===== config.mk =====
export PLATFORM = sky130hd
export DESIGN_NAME = pit_cross
export DESIGN_NICKNAME = d
export VERILOG_FILES = /design/src/rtl/core/pit_pkg.sv /design/src/rtl/core/pit_cross.sv
export SDC_FILE = /design/constraint.sdc
export NUM_CORES = 2
export LEC_CHECK = 0
export BUFFER_PORTS_ARGS = -buffer_cell sky130_fd_sc_hd__buf_4
export CORE_AREA = 2 2 388 198
export CTS_CLUSTER_DIAMETER = 30
export DETAILED_ROUTE_END_ITERATION = 8
export DIE_AREA = 0 0 390 200
export PLACE_DENSITY = 0.6
export SKIP_CTS_REPAIR_TIMING = 1
export SYNTH_ARGS = -nofsm -noshare
export SYNTH_HDL_FRONTEND = slang
export SYNTH_SLANG_ARGS = --single-unit

===== constraint.sdc =====
create_clock -name clock -period 17.6 [get_ports clock]
set_input_delay 0.88 -clock clock [delete_from_list [all_inputs] [get_ports clock]]
set_output_delay 0.88 -clock clock [all_outputs]
set_load 0.005 [all_outputs]

===== src/rtl/core/pit_pkg.sv =====
`timescale 1ns / 1ps

package pit_pkg;

   localparam int COORD_WIDTH = 16;
   localparam int DIFF_WIDTH  = COORD_WIDTH + 1;
   localparam int PROD_WIDTH  = 2 * DIFF_WIDTH;
   localparam int CROSS_WIDTH = PROD_WIDTH + 1;

   localparam int NUM_REGS       = 6;
   localparam int CSR_ADDR_WIDTH = 3;

   localparam logic [CSR_ADDR_WIDTH-1:0] REG_VERTEX_A_X = 3'd0;
   localparam logic [CSR_ADDR_WIDTH-1:0] REG_VERTEX_A_Y = 3'd1;
   localparam logic [CSR_ADDR_WIDTH-1:0] REG_VERTEX_B_X = 3'd2;
   localparam logic [CSR_ADDR_WIDTH-1:0] REG_VERTEX_B_Y = 3'd3;
   localparam logic [CSR_ADDR_WIDTH-1:0] REG_VERTEX_C_X = 3'd4;
   localparam logic [CSR_ADDR_WIDTH-1:0] REG_VERTEX_C_Y = 3'd5;

   // sign of a cross product: neg set for negative, zero set for exactly zero
   typedef struct packed {
      logic neg;
      logic zero;
   } sign_type;

endpackage


===== src/rtl/core/pit_cross.sv =====
`timescale 1ns / 1ps

// two-stage exact sign of ax*by - ay*bx
module pit_cross (
   input  logic                                     clock,
   input  logic                                     mul_en,
   input  logic                                     sub_en,
   input  logic signed [pit_pkg::DIFF_WIDTH-1:0]    ax,
   input  logic signed [pit_pkg::DIFF_WIDTH-1:0]    ay,
   input  logic signed [pit_pkg::DIFF_WIDTH-1:0]    bx,
   input  logic signed [pit_pkg::DIFF_WIDTH-1:0]    by,
   output pit_pkg::sign_type                        sign
);

   logic signed [pit_pkg::PROD_WIDTH-1:0]  p_ff, q_ff;
   logic signed [pit_pkg::PROD_WIDTH-1:0]  p_in, q_in;
   logic signed [pit_pkg::CROSS_WIDTH-1:0] cross_val;
   pit_pkg::sign_type                      sign_ff, sign_in;

   assign p_in = ax * by;
   assign q_in = ay * bx;

   assign cross_val = {p_ff[pit_pkg::PROD_WIDTH-1], p_ff} - {q_ff[pit_pkg::PROD_WIDTH-1], q_ff};

   always_comb begin
      sign_in.neg  = cross_val[pit_pkg::CROSS_WIDTH-1];
      sign_in.zero = (cross_val == '0);
   end

   always_ff @(posedge clock) begin
      if (mul_en) begin
         p_ff <= p_in;
         q_ff <= q_in;
      end
      if (sub_en) begin
         sign_ff <= sign_in;
      end
   end

   assign sign = sign_ff;

endmodule


* Word-level counts from Yosys, hierarchy flattened
Index checks and enable logic that the tools add are counted.
** Cells by class
- Add/subtract/negate cells :: 1
- Multipliers :: 2
- Div/mod/pow operators :: 0
- Magnitude comparators :: 0
- Eq/ne operators :: 0
- Shifts and indexed selects :: 0
- Multiplexer cells :: 0
- Bitwise gates (word level) :: 0
- Reduce and logical (&&, ||, !) cells :: 1
** Operator list (number)
- multiplier 17 x 17 -> 34 bit :: 2
- zero test 35 bit :: 1
- subtractor 34 x 34 -> 35 bit :: 1
** Word-level totals
- Register bits after elaboration :: 70
- Bits in latches :: 0
- RAM bits :: 0
- Memory bits (read-only) :: 0
- Input bits :: 71
- Output and inout port bits :: 2
- Memories kept :: 0

* Logic depth before layout (Yosys ltp)
- Depth after elaboration :: 2
- Depth in mapped cells :: 25
- Mapped depth without buffers :: 24

* Least setup slack after synthesis
Ideal clock, no wire load.
- Kind :: input port to flip-flop
- Start :: input port by[8] (netlist bit)
- End :: register p_ff[33] (netlist bit) (data pin)
- Arrival time :: 6416 ps
- Data required time :: 17340 ps
- Path slack :: 10924 ps
- Cell stages on the path :: 23
- Buffers on the path :: 2
- Cells stage by stage :: clkbuf_1 clkbuf_1 nand2_1 fa_1 inv_1 fa_1 fa_1 fa_1 fa_1 inv_1 fa_1 inv_1 ha_1 a21o_1 a31oi_1 o21ai_0 a32oi_1 o21ai_1 o41ai_1 o21bai_1 a21oi_1 o21ai_1 xnor2_1
** On the way
- Cells in the longest elaborated chain, start to end :: 1
** Ends and longest elaborated chain
- start, declared :: RTL line pit_cross.sv:11 : input logic signed [pit_pkg::DIFF_WIDTH-1:0] by,
- multiplier 17 x 17 -> 34 bit :: RTL line pit_cross.sv:20 : assign p_in = ax * by;
- net p_in (one bit) :: RTL line pit_cross.sv:16 : logic signed [pit_pkg::PROD_WIDTH-1:0] p_in, q_in;
- end signal, assigned :: RTL line pit_cross.sv:32 : p_ff <= p_in;
- end, declared :: RTL line pit_cross.sv:15 : logic signed [pit_pkg::PROD_WIDTH-1:0] p_ff, q_ff;
The timed path passes the listed nets, and every way through them passes these cells.
A chain may end at the register's enable or synchronous reset.

* Final worst setup path
- Start :: input port ay[8] (netlist bit)
- End :: register q_ff[30] (netlist bit) (data pin)
** On the way
- Cells in the longest elaborated chain, start to end :: 1
** Ends and longest elaborated chain
- start, declared :: RTL line pit_cross.sv:9 : input logic signed [pit_pkg::DIFF_WIDTH-1:0] ay,
- multiplier 17 x 17 -> 34 bit :: RTL line pit_cross.sv:21 : assign q_in = ay * bx;
- net q_in (one bit) :: RTL line pit_cross.sv:16
- end signal, assigned :: RTL line pit_cross.sv:33 : q_ff <= q_in;
- end, declared :: RTL line pit_cross.sv:15
The timed path passes the listed nets, and every way through them passes these cells.

==> summary.txt <==
Cells and area
  • ANT cells: 0
  • Fill count: 7,560
  • Synth-to-layout area growth: 6.708%
  • Nets: 3,629
  • Footprint of the multi-input gates: 20,900 sq um
  • Share of cells above drive strength 1: 0.03579
  • Fin area: 27,630 sq um
  • Reg area: 2102 sq um

Synth
  • Gate count after technology mapping: 2,769
  • Most common cell in the netlist: inv_1
  • Syn_area_per_cell: 9.350 sq um
  • Ys async rst share: 0
  • Synth top area share: 0.4585
  • YS warnings: 0
  • Main synth FF type: edfxtp_1
  • Sequential fraction of the synthesis area: 0.08119
  • Synth top cells by count: inv_1, fa_1, and2_1
  • EDFF count, synth: 70
  • Netlist cell types: 70
  • Synth top area cells: fa_1, ha_1, inv_1, edfxtp_1, and2_1
  • Syn_nets: 3,637
  • Post-synth top area cell: fa_1
  • Post-synthesis register bit count: 70
  • Post-Syn Area: 25,890 sq um

Worst hold path
  • Hold Crit Class: input port to flop

Worst setup path
  • CP Cell Sequence: buf_4, and2_1, fa_1, inv_1, fa_1, fa_1, inv_1, fa_1, fa_1, inv_1, fa_1, inv_1, ha_1, a21o_1, a21boi_0, inv_1, o31ai_2, o21ai_1, o311ai_1, a211o_1, o21bai_1, a21oi_1, xnor2_1
  • CP Capture Type: flop
  • CP most frequent cell: fa_1
  • Slowest stage delay, CP: 0.56 ns
  • CP Data Arrival Time: 7.17 ns
  • Slowest cell on crit path: o311ai_1
  • Critical path class: input port to flop
  • CP top delay family: adder cells
  • Startpoint types: input port
  • Crit path buffers/inverters: 6
  • CP Max Fanout: 17
  • WP data required: 17.71 ns

Route
  • DRT Pass-1 Iters: 6
  • Routed length per instance: 16.30 um
  • Residual DRC: 0
  • First DRT Iteration DRCs: 1,398
  • Vias/cell: 4.825
  • Routed Antenna Nets: 0
  • Routed via count: 18,100
  • Final wirelength: 61.14 mm

Timing
  • Final setup fails: 0
  • Normalized max-slew margin: 0.3828
  • Skew final: 0.009262 ns
  • Clock period minus worst slack: 7.059 ns
  • Final hold vios: 0
  • Pins Over Slew Limit: 0
  • Fin crit share: 0.4011
  • Maximum clock rate: 141.7 MHz
  • Setup TNS: 0 ns
  • Slew @ Worst Pin: 0.9257 ns
  • RSZ-0062 raised after global routing: false

Placed design
  • Port bufs: 72
  • Area post-placement: 27,310 sq um
  • RePlAce Congestion: 0.8789
  • DP HPWL: 52.43 mm

Clocking
  • Clock Latency Late Sink: 0.36 ns
  • Depth of the CTS H-tree: 3
  • Clock transition at path regs: 0.06 ns
  • CTS Buffer Depth: 2
  • Root buf cell: clkbuf_16
  • CTS tree: yes
  • Clock sink total: 70
  • TritonCTS buffer count: 9

Flow run
  • Maxcap violations: 0

Status
  • Status: complete, no violations

Die
  • Row count: 71
  • DIE AREA: 78,000 sq um
  • Core area: 74,440 sq um
  • Chip height: 200 um
  • Initial Util: 0.3478
  • Top-level port count: 73
  • Die X: 390 um

GRT
  • Largest net degree at the start of global routing: 69
  • First-pass GRT wire length: 102.1 mm
  • Initial antenna violation count: 0
  • GRT Resource Usage Total: 0.1658
  • Number of global-route vias before repair: 18,745
  • Total gr overflow: 0
cells by family after synthesis:
group / count (synthesis) / share of synthesized area
xor gates and xnor gates: 87 / 0.02943
and+or+nand+nor: 765 / 0.1478
AOI/OAI and AO/OA: 279 / 0.07090
buffers and inverters: 766 / 0.1115
DFF: 70 / 0.08119
muxes: 5 / 0.001981
adders and majority gates: 797 / 0.5571
layout make-up:
type	count	share of cell area
multi-input combinational	1933	0.7565
inverter	674	0.09158
sequential	70	0.07609
tap	985	0.04461
timing repair buffer	73	0.01984
clock buffer	9	0.008152
clock inverter	7	0.003216
final timing paths:
check	endpoint	slack, ns	cells after the start	startpoint
max	q_ff[30]	10.54	23	ay[8]
min	sign[1]	0.75	1	sub_en
max reg2reg	sign[0]	13.45	12	q_ff[8]
min reg2reg	sign[1]	0.99	3	p_ff[33]
routing by layer:
layer,up-vias,wire length (um),share of wire,global-route usage
met2,545,24050,0.39,0.2264
met3,26,4738,0.077,0.03352
li1,8336,-,-,-
met4,2,271,0.0044,0.01387
met5,-,92,0.0015,0.008485
met1,9191,31990,0.52,0.2721
through the flow:
step / std cells / utilization / worst slack (ns) / hold WS [ns]
after floorplan: 2769 / - / 10.92 / 0.7963
after global placement: 3735 / 0.3669 / 10.36 / 1.021
after detailed placement: 3735 / 0.3669 / 10.29 / 1.013
after CTS: 3751 / 0.3711 / 10.65 / 0.7469
after global routing: 3751 / 0.3711 / 10.26 / 0.7380
final: 3751 / 0.3711 / 10.54 / 0.7539
worst reg2reg max path, delay by kind of cell (launching register included):
kind / cells / cell delay [ns]
buffers and inverters: 1 / 0.10
and+or+nand+nor: 5 / 1.49
adders and majority gates: 1 / 0.31
DFF: 1 / 0.37
AOI/OAI and AO/OA: 5 / 1.63
layout by cell type (no fill, tap or decap), types with 5 or more instances in the layout:
master and n:
inv_1 674, fa_1 593, and2_1 291, nand2_1 288
ha_1 204, nor2_1 85, buf_4 73, edfxtp_1 70
xnor2_1 69, a21oi_1 67, o21ai_0 44, a21o_1 32
nand3_1 20, nand2b_1 19, xor2_1 18, o21bai_1 18
a31oi_1 17, o21a_1 15, o21ai_1 14, nor3_1 13
nand4_1 12, nor2b_1 11, clkbuf_16 9, o22ai_1 8
or3_1 7, o211ai_1 7, a211oi_1 6, o31a_1 5
and3_1 5, a211o_1 5, nor4_1 5
flip-flops by register name, indices dropped and copies added (netlist names):
name  count
p_ff     34
q_ff     34
sign      2
Power is left out: the tool's default activity adds up to more than one toggle a clock period on the data nets, which glitch-free logic cannot reach.
